===== src/hw/rtl/generational_handle_allocator_macros.svh =====
// ----------------------------------------------------------------------------
// Generational handle allocator assertion macros
// Concurrent assertion wrappers, empty when SYNTHESIS is defined.
// ----------------------------------------------------------------------------
`ifndef GENERATIONAL_HANDLE_ALLOCATOR_MACROS_SVH
`define GENERATIONAL_HANDLE_ALLOCATOR_MACROS_SVH

`ifndef SYNTHESIS
`define GHA_ASSERT(lbl, clk, rst, prop) \
   lbl: assert property (@(posedge clk) disable iff (rst) (prop)) \
      else $error("gha: assertion failed");
`define GHA_ASSERT_NEXT(lbl, clk, rst, pre, post) \
   lbl: assert property (@(posedge clk) disable iff (rst) (pre) |=> (post)) \
      else $error("gha: assertion failed");
`else
`define GHA_ASSERT(lbl, clk, rst, prop)
`define GHA_ASSERT_NEXT(lbl, clk, rst, pre, post)
`endif

`endif


===== src/hw/rtl/gha_pkg.sv =====
// ----------------------------------------------------------------------------
// gha_pkg
// Types, codes and sizes shared by the generational handle allocator.
// ----------------------------------------------------------------------------
package gha_pkg;

   localparam int SLOT_COUNT = 1024;
   localparam int SLOT_BITS  = $clog2(SLOT_COUNT);
   localparam int COUNT_BITS = $clog2(SLOT_COUNT + 1);
   localparam int INDEX_BITS = 20;
   localparam int GEN_BITS   = 32 - INDEX_BITS;
   localparam logic [GEN_BITS-1:0] MAX_GEN = {GEN_BITS{1'b1}};

   localparam logic [1:0] CMD_CREATE  = 2'd0;
   localparam logic [1:0] CMD_LOOKUP  = 2'd1;
   localparam logic [1:0] CMD_RELEASE = 2'd2;

   localparam logic [1:0] STATUS_OK      = 2'd0;
   localparam logic [1:0] STATUS_FULL    = 2'd1;
   localparam logic [1:0] STATUS_INVALID = 2'd2;

   typedef struct packed {
      logic [1:0]  cmd;
      logic [31:0] handle_in;
      logic [31:0] payload_in;
   } req_type;

   typedef struct packed {
      logic [1:0]  status;
      logic [31:0] handle_out;
      logic [31:0] payload_out;
   } rsp_type;

   typedef enum logic [1:0] {
      STATE_IDLE,
      STATE_POP,
      STATE_EXEC
   } state_type;

   typedef struct packed {
      logic load;
      logic pop;
      logic exec;
   } ctl_cmd_type;

   typedef struct packed {
      logic pop_sel;
      logic rsp_busy;
   } ctl_stat_type;

endpackage


===== src/hw/rtl/gha_ctrl.sv =====
// ----------------------------------------------------------------------------
// gha_ctrl
// Sequencer: accept, optional free stack pop, execute and respond.
// ----------------------------------------------------------------------------
module gha_ctrl (
   input  logic                  clock,
   input  logic                  reset,
   input  logic                  req_valid,
   output logic                  req_ready,
   input  gha_pkg::ctl_stat_type stat,
   output gha_pkg::ctl_cmd_type  ctl
);
   import gha_pkg::*;

   state_type state_ff, state_in;

   always_ff @(posedge clock) begin
      if (reset) begin
         state_ff <= STATE_IDLE;
      end else begin
         state_ff <= state_in;
      end
   end

   always_comb begin
      state_in  = state_ff;
      ctl       = '0;
      req_ready = 1'b0;
      case (state_ff)
         STATE_IDLE: begin
            req_ready = 1'b1;
            if (req_valid) begin
               ctl.load = 1'b1;
               state_in = stat.pop_sel ? STATE_POP : STATE_EXEC;
            end
         end
         STATE_POP: begin
            ctl.pop  = 1'b1;
            state_in = STATE_EXEC;
         end
         STATE_EXEC: begin
            if (!stat.rsp_busy) begin
               ctl.exec = 1'b1;
               state_in = STATE_IDLE;
            end
         end
         default: begin
            state_in = STATE_IDLE;
         end
      endcase
   end

endmodule


===== config.mk =====
export PLATFORM = sky130hd
export DESIGN_NAME = gha_ctrl
export DESIGN_NICKNAME = d
export VERILOG_FILES = /design/src/hw/rtl/generational_handle_allocator_macros.svh /design/src/hw/rtl/gha_pkg.sv /design/src/hw/rtl/gha_ctrl.sv
export SDC_FILE = /design/constraint.sdc
export NUM_CORES = 1
export LEC_CHECK = 0
export BUFFER_PORTS_ARGS = -buffer_cell sky130_fd_sc_hd__buf_4
export CAP_MARGIN = 40
export CORE_AREA = 2 2 39 41
export CTS_BUF_LIST = sky130_fd_sc_hd__clkbuf_16
export DETAILED_ROUTE_END_ITERATION = 8
export DIE_AREA = 0 0 41 43
export MAX_ROUTING_LAYER = met4
export PLACE_DENSITY = 0.3
export RECOVER_POWER = 25
export SETUP_SLACK_MARGIN = 0.4
export SYNTH_ARGS = -nofsm -noshare
export SYNTH_HDL_FRONTEND = slang
export SYNTH_SLANG_ARGS = --single-unit

===== constraint.sdc =====
create_clock -name clock -period 2.2 [get_ports clock]
set_clock_uncertainty 0.1 [all_clocks]
set_input_delay 0.33 -clock clock [delete_from_list [all_inputs] [get_ports clock]]
set_output_delay 0.33 -clock clock [all_outputs]
set_load 0.1 [all_outputs]

# Word-level counts from Yosys, hierarchy flattened
# Cells that the tools add are included.
# W data, S select, Z words.
dict set report word_totals {
  register_bits 2
  output_inout_bits 4
  word_cells 17
}
dict set report op_classes {
  eq_ne 4
  reduce_logical 2
  n_mux 10
}
# op count
set op_table {}
lappend op_table {{$mux W1} 6}
lappend op_table {{$mux W2} 3}
lappend op_table {{$pmux W2 S3} 1}
lappend op_table {{$ne A2 B2 Y1 const B} 2}
lappend op_table {{$eq A2 B1 Y1 const B} 1}
lappend op_table {{$eq A2 B2 Y1 const B} 1}
lappend op_table {{$logic_not A2 Y1} 1}
lappend op_table {{$reduce_and A2 Y1} 1}

# Logic depth before layout (Yosys ltp)
# Gate-level depths: netlist (run 1).
dict set report logic_depth {
  ltp_word 3
  mapped_depth 3
}

# Least setup slack after synthesis (run 1)
# OpenSTA, ideal clock, no wires.
dict set report synth_timing {
  path_kind {reg2out}
  start {register state_ff[0]}
  end {output ctl[0] in the netlist's numbering}
  path_stages_with_launch 3
  t_required_ps 1770
  t_arrival_ps 1717
  setup_slack_ps 53
  n_path_buf 0
  cell_sequence {dfxtp_1 nand2b_1 nor2_1}
}
# element line
set synth_rtl {}
lappend synth_rtl {{start: declaration} gha_ctrl.sv:15} ;# state_type state_ff, state_in;
lappend synth_rtl {{start signal: assignment} gha_ctrl.sv:21} ;# state_ff <= state_in;
lappend synth_rtl {{end: declaration} gha_ctrl.sv:11} ;# output gha_pkg::ctl_cmd_type ctl

==> run_results.csv, run 1 <==
group,metric,value,unit
status,status,"complete, no violations",
flow_run,maxCapViolCount,0,
yosys,synthDominantCellAreaShare,37.2,%
yosys,synth_area_leader_cell,"dfxtp_1",
die,rows,14,
clock_tree,cts-root-to-sink-buffers,2,
power,ratio_of_total_power_to_cell_area,1400,nW/um^2
yosys,synth-main-ff-cell,"dfxtp_1",
route,routed_via_density,2.95,
layout,synthToLayoutAreaGrowth,153,%
die,die_height,43,um
worst_setup_path,critPathCaptureType,"output pin",
clock_tree,cts.clk_slew.worst_paths,0.03,ns
layout,antennaDiodeCount,0,
yosys,yosysSeqAreaShare,37.2,%
die,ioPinCount,9,
timing,post-route-worst-setup-slack,0.635,ns
clock_tree,cts_root_buffer,"clkbuf_16",
power,internal_dissipation,289,uW
placement,gp_congestion,0.515,
yosys,async_reset_ff_share,0,%
yosys,post_synth_cell_types,10,
timing,finalSetupViolCount,0,
route,met3_wirelength,46,um
power,worst_ir_drop_vdd,321,uV
yosys,yosys-top-cells-count,"dfxtp_1 (2), nand2b_1 (2)",
worst_setup_path,cp_top_family,"flip-flops",
timing,setup_tns,0,ns
route,detail_route.wirelength.met1,151,um
layout,top_regs,"state_ff: 2 flops",
clock_tree,cts_made_buffers,3,
clock_tree,clock_latency,0.22,ns
worst_setup_path,cp_cell_sequence,"nand2b_1, nor2_2, buf_4",
timing,whs,0.193,ns
yosys,syn_area,108,um^2
worst_setup_path,crit_path_max_fanout,4,
worst_setup_path,worstSetupStartpointType,"flop",
layout,largest_register_ffs,2,
clock_tree,tritoncts_clock_tree,"yes",
yosys,number_of_storage_elements_in_the_synthesis_netlist,2,
die,coreArea,1380,um^2
timing,fmax,639,MHz
timing,timing.max_slew.rel_slack,81.5,%
hold_path,worst_hold_path_type,"input pin to flop",
layout,post_route_cells_drive_above_1_share,69.6,%
placement,portBuffers,8,
global_route,overflow,0,
global_route,grt_first_pass_wirelength,489,um
yosys,synthCells,12,
clock_tree,post_cts_resized,0,
yosys,synth.area.top_cells,"dfxtp_1 (37%), nand2b_1 (12%), nor3b_2 (12%)",
yosys,synth-edff-count,0,
die,floorplan.initialDensity,7.78,%
global_route,grt_start_max_net_pins,5,
global_route,grt_pass1_vias,132,
route,detail_route.wl_per_cell,8.10,um
placement,dp.final_hpwl,229,um
clock_tree,postCtsSetupBuffers,0,
power,seqPwrFrac,11.1,%
yosys,yosysWarningCount,0,
yosys,syn_nets,17,
timing,rsz0062_at_grt,"no",
power,total_switching_power,93.4,uW
worst_setup_path,timing.critical_path.buf_inv,1,
timing,min_cycle_time_layout,1.57,ns
route,highest-signal-layer,"met3",
die,die_x,41,um
worst_setup_path,cp_slowest_cell,"dfxtp_1",
layout,top_register,"state_ff",
power,clkPwrFrac,71.1,%
timing,report.final.slew_viol_count,0,
yosys,syn_avg_cell_area,8.97,um^2
route,count_of_unresolved_drc_violations_after_routing,0,
route,drtPass1Iterations,1,
power,switching_share_of_power,24.4,%
clock_tree,cts.sinks,2,
route,via_count_of_the_routed_design,115,
layout,finish.net_count,30,
layout,fillers,155,
route,routed-wl-met2,118,um
worst_setup_path,slowest_cell_delay_on_critical_path,0.41,ns
worst_setup_path,critPathKind,"flop to output pin",
power,leakagePower,0.120,nW
global_route,initial_antenna_violation_count,0,
timing,final_min_period_over_clock_period,71.1,%
worst_setup_path,critPathRequiredTime,1.77,ns
timing,worst-slew-pin-transition,0.280,ns
clock_tree,cts.htree.levels,1,
die,die_area,1760,um^2
route,detailedRoute.firstIterationViolations,0,
clock_tree,cts_hold_buf,0,
global_route,grt_util_all_layers,5.03,%
route,final_antenna_net_count,0,
worst_setup_path,timing.critical_path.arrival,1.14,ns
power,gate_power_share,17.8,%
placement,post-place-ws,0.864,ns
timing,hold_viol,0,
route,wirelength,316,um
## power groups by stage
stage                     combinational [mW]  clock, mW  sequential [mW]
final                                 0.0682      0.272           0.0424
after global routing                  0.0708      0.282           0.0429
after CTS                             0.0687      0.276           0.0425
after detailed placement              0.0686          0           0.0429
after global placement                0.0682          0           0.0432
after floorplan                       0.0525          0           0.0424
## through the flow
step	instances	utilization, %	area [um^2]	power (mW)
4_1_cts	39	19.7	273	0.388
6_report	39	19.7	273	0.382
3_5_place_dp	36	14.3	198	0.111
3_3_place_gp	36	14.3	198	0.111
5_1_grt	39	19.7	273	0.396
2_1_floorplan	12	-	118	0.0949
## final cells by class
type                       count  area, um^2  area share [%]
multi-input combinational      9        73.8            27.1
tap                           16        20.0            7.34
clock buffer                   3        75.1            27.5
sequential                     2        40.0            14.7
inverter                       1        3.75            1.38
timing repair buffer           8        60.1            22.0
## worst reg2reg max path, stage by stage, from the launching register on
cell and delay, ns:
dfxtp_1 0.41, nor2_4 0.05, and2_4 0.15, nor3b_2 0.14
## layout by cell type, fill, tap and decap left out
master     count
a21oi_1        1
and2_4         1
buf_4          8
clkbuf_16      3
dfxtp_1        2
inv_1          1
nand2b_1       2
nor2_2         1
nor2_4         1
nor2b_2        1
nor3b_2        1
o32ai_1        1
## path summary, 6_finish.rpt
| path | from | endpoint | slack (ns) | depth (start not counted) |
|---|---|---|---|---|
| min | reset | state_ff[0]$_SDFFE_PP0P_ | 0.19 | 2 |
| max reg2reg | state_ff[1]$_SDFFE_PP0P_ | state_ff[0]$_SDFFE_PP0P_ | 1.23 | 3 |
| min reg2reg | state_ff[1]$_SDFFE_PP0P_ | state_ff[1]$_SDFFE_PP0P_ | 0.49 | 1 |
| max | state_ff[1]$_SDFFE_PP0P_ | ctl[0] | 0.63 | 3 |
## cells by family (layout without fill, tap and decap cells)
kind of cell	count (synthesis)	after routing	share of synthesized area [%]
buffers and inverters	1	12	3.49
AND/OR/NAND/NOR	7	7	46.5
flip-flops	2	2	37.2
AO/OA/AOI/OAI	2	2	12.8
## routing by layer
metal | vias to the layer above | global-route usage, %
met2 | 8 | 4.06
met4 | 0 | 8.00
li1 | 62 | -
met5 | - | -
met3 | 0 | 3.14
met1 | 45 | 5.75
Power figures use the tool's default switching activity.
==> inputs of run 2 (changes only) <==
--- a/config.mk
+++ b/config.mk
@@ -5,6 +5,7 @@
 export SDC_FILE = /design/constraint.sdc
 export NUM_CORES = 1
 export LEC_CHECK = 0
+export ABC_AREA = 1
 export BUFFER_PORTS_ARGS = -buffer_cell sky130_fd_sc_hd__buf_4
 export CAP_MARGIN = 40
 export CORE_AREA = 2 2 39 41
@@ -12,7 +13,7 @@
 export DETAILED_ROUTE_END_ITERATION = 8
 export DIE_AREA = 0 0 41 43
 export MAX_ROUTING_LAYER = met4
-export PLACE_DENSITY = 0.3
+export PLACE_DENSITY = 0.31
 export RECOVER_POWER = 25
 export SETUP_SLACK_MARGIN = 0.4
 export SYNTH_ARGS = -nofsm -noshare
==> constraint.sdc (replaced) <==
create_clock -name clock -period 1.45 [get_ports clock]
set_clock_uncertainty 0.1 [all_clocks]
set_input_delay 0.2175 -clock clock [delete_from_list [all_inputs] [get_ports clock]]
set_output_delay 0.2175 -clock clock [all_outputs]
set_load 0.1 [all_outputs]
==> run 2 against run 1 <==
Clock power increased by 53%. Area after synthesis increased by 8.1%. Via count increased by 41%. Critical path depth increased by 1. Global-route usage increased by 1.3 points. Combinational power increased by 100%. Sequential cell count unchanged. Sequential power increased by 49%. Cell area increased by 35%. Routed wire length increased by 24%. Critical endpoint is now ctl[1].
==> run_results.csv, run 2 <==
group,metric,value,unit
status,status,"complete, no violations",
layout,finish.net_count,38,
layout,final_common_cell,"buf_4",
timing,whs,0.0549,ns
route,wirelength,393,um
worst_setup_path,critPathKind,"flop to output pin",
worst_setup_path,cp_slowest_cell,"dfxtp_4",
yosys,syn_nets,23,
layout,antennaDiodeCount,0,
timing,timing.max_slew.rel_slack,88.5,%
yosys,yosysSeqAreaShare,34.4,%
flow_run,maxCapViolCount,0,
yosys,post_synth_cell_types,8,
timing,finalSetupViolCount,0,
global_route,global_route.usage.met2,6.88,%
yosys,yosysWarningCount,0,
global_route,grt_first_pass_wirelength,621,um
timing,worst-slew-pin-transition,0.172,ns
power,p_total,618,uW
worst_setup_path,worstSetupStartpointType,"flop",
placement,place_inst,42,
worst_setup_path,critPathCaptureType,"output pin",
global_route,global_route.peak_usage_layer,"met2",
clock_tree,clock_latency,0.22,ns
global_route,overflow,0,
route,detailedRoute.firstIterationViolations,1,
placement,portBuffers,8,
yosys,synth-main-ff-cell,"dfxtp_1",
power,worst_ir_drop_vdd,592,uV
clock_tree,cts-root-to-sink-buffers,2,
clock_tree,cts.htree.levels,1,
yosys,synth.area.top_cells,"dfxtp_1 (34%), inv_1 (23%), nand3_1 (13%)",
die,ioPinCount,9,
yosys,async_reset_ff_share,0,%
timing,final_min_period_over_clock_period,93.1,%
layout,mostFrequentLayoutCells,"buf_4 (6), inv_1 (4), buf_12 (4)",
yosys,synth_area_leader_cell,"dfxtp_1",
global_route,met3_usage,6.28,%
layout,synthToLayoutAreaGrowth,216,%
worst_setup_path,timing.critical_path.arrival,1.03,ns
worst_setup_path,slowest_cell_delay_on_critical_path,0.36,ns
worst_setup_path,crit_path_max_fanout,3,
layout,top_register,"state_ff",
global_route,initial_antenna_violation_count,0,
die,rows,14,
yosys,synth-edff-count,0,
die,floorplan.initialDensity,8.41,%
clock_tree,cts.clk_slew.worst_paths,0.03,ns
placement,gp_congestion,0.580,
timing,rsz0062_at_grt,"yes",
layout,largest_register_ffs,2,
placement,dp.final_hpwl,259,um
route,via_count_of_the_routed_design,162,
yosys,synthDominantCellAreaShare,34.4,%
route,drtPass1Iterations,2,
timing,setup_tns,0,ns
timing,report.final.slew_viol_count,0,
route,final_antenna_net_count,0,
worst_setup_path,critPathRequiredTime,1.13,ns
timing,hold_viol,0,
layout,finish.utilization,26.6,%
power,ratio_of_total_power_to_cell_area,1680,nW/um^2
worst_setup_path,cp_cell_sequence,"inv_2, nand2_1, clkinvlp_4, buf_12",
die,die_height,43,um
die,coreArea,1380,um^2
yosys,number_of_storage_elements_in_the_synthesis_netlist,2,
yosys,syn_avg_cell_area,6.46,um^2
global_route,grt_util_met1,6.07,%
die,die_area,1760,um^2
clock_tree,cts_made_buffers,3,
layout,finalNonFillerCells,47,
route,detail_route.wl_per_cell,8.36,um
clock_tree,cts.sinks,2,
global_route,grt_pass1_vias,157,
timing,min_cycle_time_layout,1.35,ns
global_route,grt_start_max_net_pins,5,
yosys,synthCells,18,
hold_path,worst_hold_path_type,"input pin to flop",
route,routed_via_density,3.45,
layout,post_route_cells_drive_above_1_share,71.0,%
yosys,yosys-top-cells-count,"inv_1 (7), nand3_1 (3), dfxtp_1 (2), nand2_1 (2)",
power,leakagePower,0.162,nW
timing,fmax,741,MHz
layout,top_regs,"state_ff: 2 flops",
route,count_of_unresolved_drc_violations_after_routing,0,
die,die_x,41,um
global_route,grt_util_all_layers,6.37,%
clock_tree,cts_root_buffer,"clkbuf_16",
yosys,syn_area,116,um^2
clock_tree,tritoncts_clock_tree,"yes",
yosys,synth.most_common_cell,"inv_1",
-- run 2: cell count changes after synthesis, sizes merged --
cell,previous run,this run
nand2b,2,0
a21oi,1,0
nor3b,1,0
o32ai,1,0
nor3,0,2
nor2b,1,0
nor2,2,1
and2,1,0
nand2,0,3
nand3,0,3
inv,1,7
-- run 2: layout make-up --
| class | count | area [um^2] |
|---|---|---|
| clock buffer | 3 | 75.1 |
| multi-input combinational | 9 | 66.3 |
| fill | 156 | 1020 |
| sequential | 2 | 47.5 |
| inverter | 7 | 33.8 |
| tap | 16 | 20.0 |
| timing repair buffer | 10 | 125 |
-- run 2: cells by family (layout without fill, tap and decap cells) --
family / Yosys count / count (layout) / share of synthesized area [%]
flip-flops: 2 / 2 / 34.4
buffers and inverters: 7 / 20 / 22.6
AND/OR/NAND/NOR: 9 / 9 / 43.0
-- run 2: worst paths after layout --
path,from,end,slack [ns],cells after the start
worst max-delay path,state_ff[1]$_SDFFE_PP0P_,ctl[1],0.1,4
worst min-delay path,reset,state_ff[0]$_SDFFE_PP0P_,0.05,2
worst max register to register,state_ff[1]$_SDFFE_PP0P_,state_ff[0]$_SDFFE_PP0P_,0.51,4
worst min register to register,state_ff[1]$_SDFFE_PP0P_,state_ff[1]$_SDFFE_PP0P_,0.53,4
-- run 2: report_power, final --
group | switching [mW] | total, mW | internal, mW
registers | 0.00547 | 0.0633 | 0.0578
logic | 0.0856 | 0.139 | 0.0534
clock network | 0.0651 | 0.416 | 0.351
total | 0.156 | 0.618 | 0.462
-- run 2: per-layer routing --
metal  wire (um)  up-vias
li1            -       79
met1         113       73
met2         222        7
met3          44        3
met4          13        0
met5           0        -
-- run 2: timing repair --
| item | in CTS | in global routing |
|---|---|---|
| buffers inserted | 2 | 0 |
| endpoints found under the setup margin | 4 | 4 |
| hold buffers | 0 | 0 |
| pin swaps | 1 | 0 |
| gates resized for setup | 15 | 1 |
-- run 2: worst max-delay path, delay by kind of cell, from the launching register on --
family	cells	cell delay (ns)
DFF	1	0.36
buffers and inverters	3	0.34
and+or+nand+nor	1	0.12
-- run 2: metrics by stage --
step	setup WS [ns]	area, um^2
after detailed placement	0.210	223
final	0.0999	368
after global placement	0.221	223
after floorplan	-0.228	143
after global routing	0.0452	368
after CTS	0.126	368
==> inputs of run 3 (changes only) <==
--- a/config.mk
+++ b/config.mk
@@ -13,7 +13,6 @@
 export DETAILED_ROUTE_END_ITERATION = 8
 export DIE_AREA = 0 0 41 43
 export MAX_ROUTING_LAYER = met4
-export PLACE_DENSITY = 0.31
 export RECOVER_POWER = 25
 export SETUP_SLACK_MARGIN = 0.4
 export SYNTH_ARGS = -nofsm -noshare
==> run 3 against run 2 <==
Non-clock buffer count down 1. Register-to-register slack improved by 0.03 ns. Fmax grew 2.2%. Sequential cell count unchanged. Hold slack better by 0.0087 ns. Final cell count decreased by 2.1%. Global-route usage is 0.31 points lower. Core utilization shrank 0.54 points. Routed wire length shrank 7.6%. Via count is 3.1% lower. Die area unchanged. Cell area down 2.0%. Highest routed layer unchanged.
==> run_results.csv, run 3 (synthesis gave the netlist of run 2 again) <==
group,metric,value,unit
status,status,"complete, no violations",
route,routed_via_density,3.41,
power,gate_power_share,22.2,%
timing,min_cycle_time_layout,1.32,ns
layout,fillers,150,
clock_tree,tritoncts_clock_tree,"yes",
worst_setup_path,critPathRequiredTime,1.13,ns
layout,top_register,"state_ff",
global_route,grt_first_pass_wirelength,552,um
clock_tree,cts_root_buffer,"clkbuf_16",
worst_setup_path,slowest_cell_delay_on_critical_path,0.35,ns
layout,post_route_cells_drive_above_1_share,73.3,%
timing,final_min_period_over_clock_period,91.1,%
timing,worst-slew-pin-transition,0.173,ns
timing,whs,0.0636,ns
global_route,initial_antenna_violation_count,0,
power,ratio_of_total_power_to_cell_area,1700,nW/um^2
timing,fmax,757,MHz
route,wirelength,363,um
worst_setup_path,crit_path_max_fanout,3,
die,die_area,1760,um^2
layout,fin_area,360,um^2
power,leakagePower,0.158,nW
global_route,overflow,0,
clock_tree,cts-root-to-sink-buffers,2,
global_route,grt_util_all_layers,6.06,%
placement,dp.final_hpwl,259,um
power,seqPwrFrac,10.5,%
layout,mostFrequentLayoutCells,"buf_4 (5), inv_1 (4), buf_12 (4)",
worst_setup_path,critPathKind,"flop to output pin",
die,die_x,41,um
worst_setup_path,cp_top_family,"flip-flops",
worst_setup_path,critPathCaptureType,"output pin",
worst_setup_path,cp_slowest_cell,"dfxtp_2",
power,switching_share_of_power,24.9,%
layout,top_regs,"state_ff: 2 flops",
layout,synthToLayoutAreaGrowth,210,%
global_route,grt_start_max_net_pins,5,
layout,largest_register_ffs,2,
route,via_count_of_the_routed_design,157,
clock_tree,clock_latency,0.22,ns
worst_setup_path,cp_cell_sequence,"inv_2, nand2_2, clkinvlp_4, buf_12",
timing,finalSetupViolCount,0,
layout,area_of_combinational_cells_with_multiple_inputs,68.8,um^2
die,floorplan.initialDensity,8.41,%
layout,antennaDiodeCount,0,
die,rows,14,
power,p_total,612,uW
die,coreArea,1380,um^2
route,count_of_unresolved_drc_violations_after_routing,0,
timing,rsz0062_at_grt,"yes",
layout,final_common_cell,"buf_4",
placement,placed_cell_area,223,um^2
timing,report.final.slew_viol_count,0,
layout,layout.area.seq,45.0,um^2
die,die_height,43,um
hold_path,worst_hold_path_type,"input pin to flop",
worst_setup_path,timing.critical_path.arrival,1.00,ns
die,ioPinCount,9,
clock_tree,cts.clk_slew.worst_paths,0.03,ns
worst_setup_path,worstSetupStartpointType,"flop",
power,internal_dissipation,460,uW
placement,portBuffers,8,
timing,timing.max_slew.rel_slack,88.4,%
route,detail_route.wl_per_cell,7.89,um
route,drtPass1Iterations,4,
power,total_switching_power,152,uW
route,final_antenna_net_count,0,
worst_setup_path,timing.critical_path.buf_inv,3,
layout,finish.net_count,37,
flow_run,maxCapViolCount,0,
clock_tree,cts_made_buffers,3,
clock_tree,cts.htree.levels,1,
clock_tree,cts.sinks,2,
timing,hold_viol,0,
power,clkPwrFrac,67.3,%
global_route,grt_pass1_vias,148,
placement,gp_congestion,0.578,
power,worst_ir_drop_vdd,695,uV
route,detailedRoute.firstIterationViolations,1,
==> run 3: cell count changes in the layout (fill, tap and decap cells not counted) <==
cell,before,now
buf_4,6,5
dfxtp_2,0,1
nand2_1,2,1
nand2_2,1,2
dfxtp_4,2,1
==> run 3: final timing paths <==
kind / from / endpoint / slack [ns] / cells past startpoint
worst min register to register: state_ff[1]$_SDFFE_PP0P_ / state_ff[0]$_SDFFE_PP0P_ / 0.47 / 3
worst max register to register: state_ff[1]$_SDFFE_PP0P_ / state_ff[1]$_SDFFE_PP0P_ / 0.54 / 5
worst max-delay path: state_ff[1]$_SDFFE_PP0P_ / ctl[1] / 0.13 / 4
worst min-delay path: reset / state_ff[0]$_SDFFE_PP0P_ / 0.06 / 2
==> run 3: worst reg2reg max path, stage by stage, from the launching register on <==
cell and delay [ns]:
dfxtp_2 0.35, inv_2 0.07, nand2_2 0.09, nand3_1 0.09
nand2_1 0.06, inv_1 0.03
==> run 3: what timing repair did <==
item                       in CTS  in global routing
buffers inserted                1                  0
setup endpoints to repair       4                  4
gates cloned                    0                  0
pin swaps                       1                  0
hold buffers                    0                  0
gates resized for setup        15                  0
==> run 3: area by class of cell <==
class / instances / area share, %
multi-input combinational: 9 / 19.1
inverter: 7 / 9.37
tap: 16 / 5.56
sequential: 2 / 12.5
clock buffer: 3 / 20.8
timing repair buffer: 9 / 32.6
==> run 3: metal layers <==
layer / vias to the layer above / wire length, um / share of wire (%) / GRT usage, %
met5: - / 0 / 0 / -
met4: 0 / 20 / 5.5 / 8.00
met3: 4 / 59 / 16 / 6.28
met2: 10 / 145 / 40 / 6.56
met1: 67 / 138 / 38 / 4.47
li1: 76 / - / - / -
==> run 3: per-stage QoR <==
step,setup WS [ns],util [%],setup TNS [ns],instances
floorplan,-0.228,-,-0.259,18
global placement,0.222,16.1,0,42
detailed placement,0.205,16.1,0,42
CTS,0.129,26.0,0,46
global route,0.0894,26.0,0,46
finish,0.129,26.0,0,46
==> run 3: power groups by stage <==
stage	clock (mW)	sequential, mW	combinational (mW)
after floorplan	0	0.0647	0.0814
after global placement	0	0.0651	0.106
after detailed placement	0	0.0653	0.107
after CTS	0.419	0.0640	0.136
after global routing	0.428	0.0643	0.141
final	0.412	0.0640	0.136
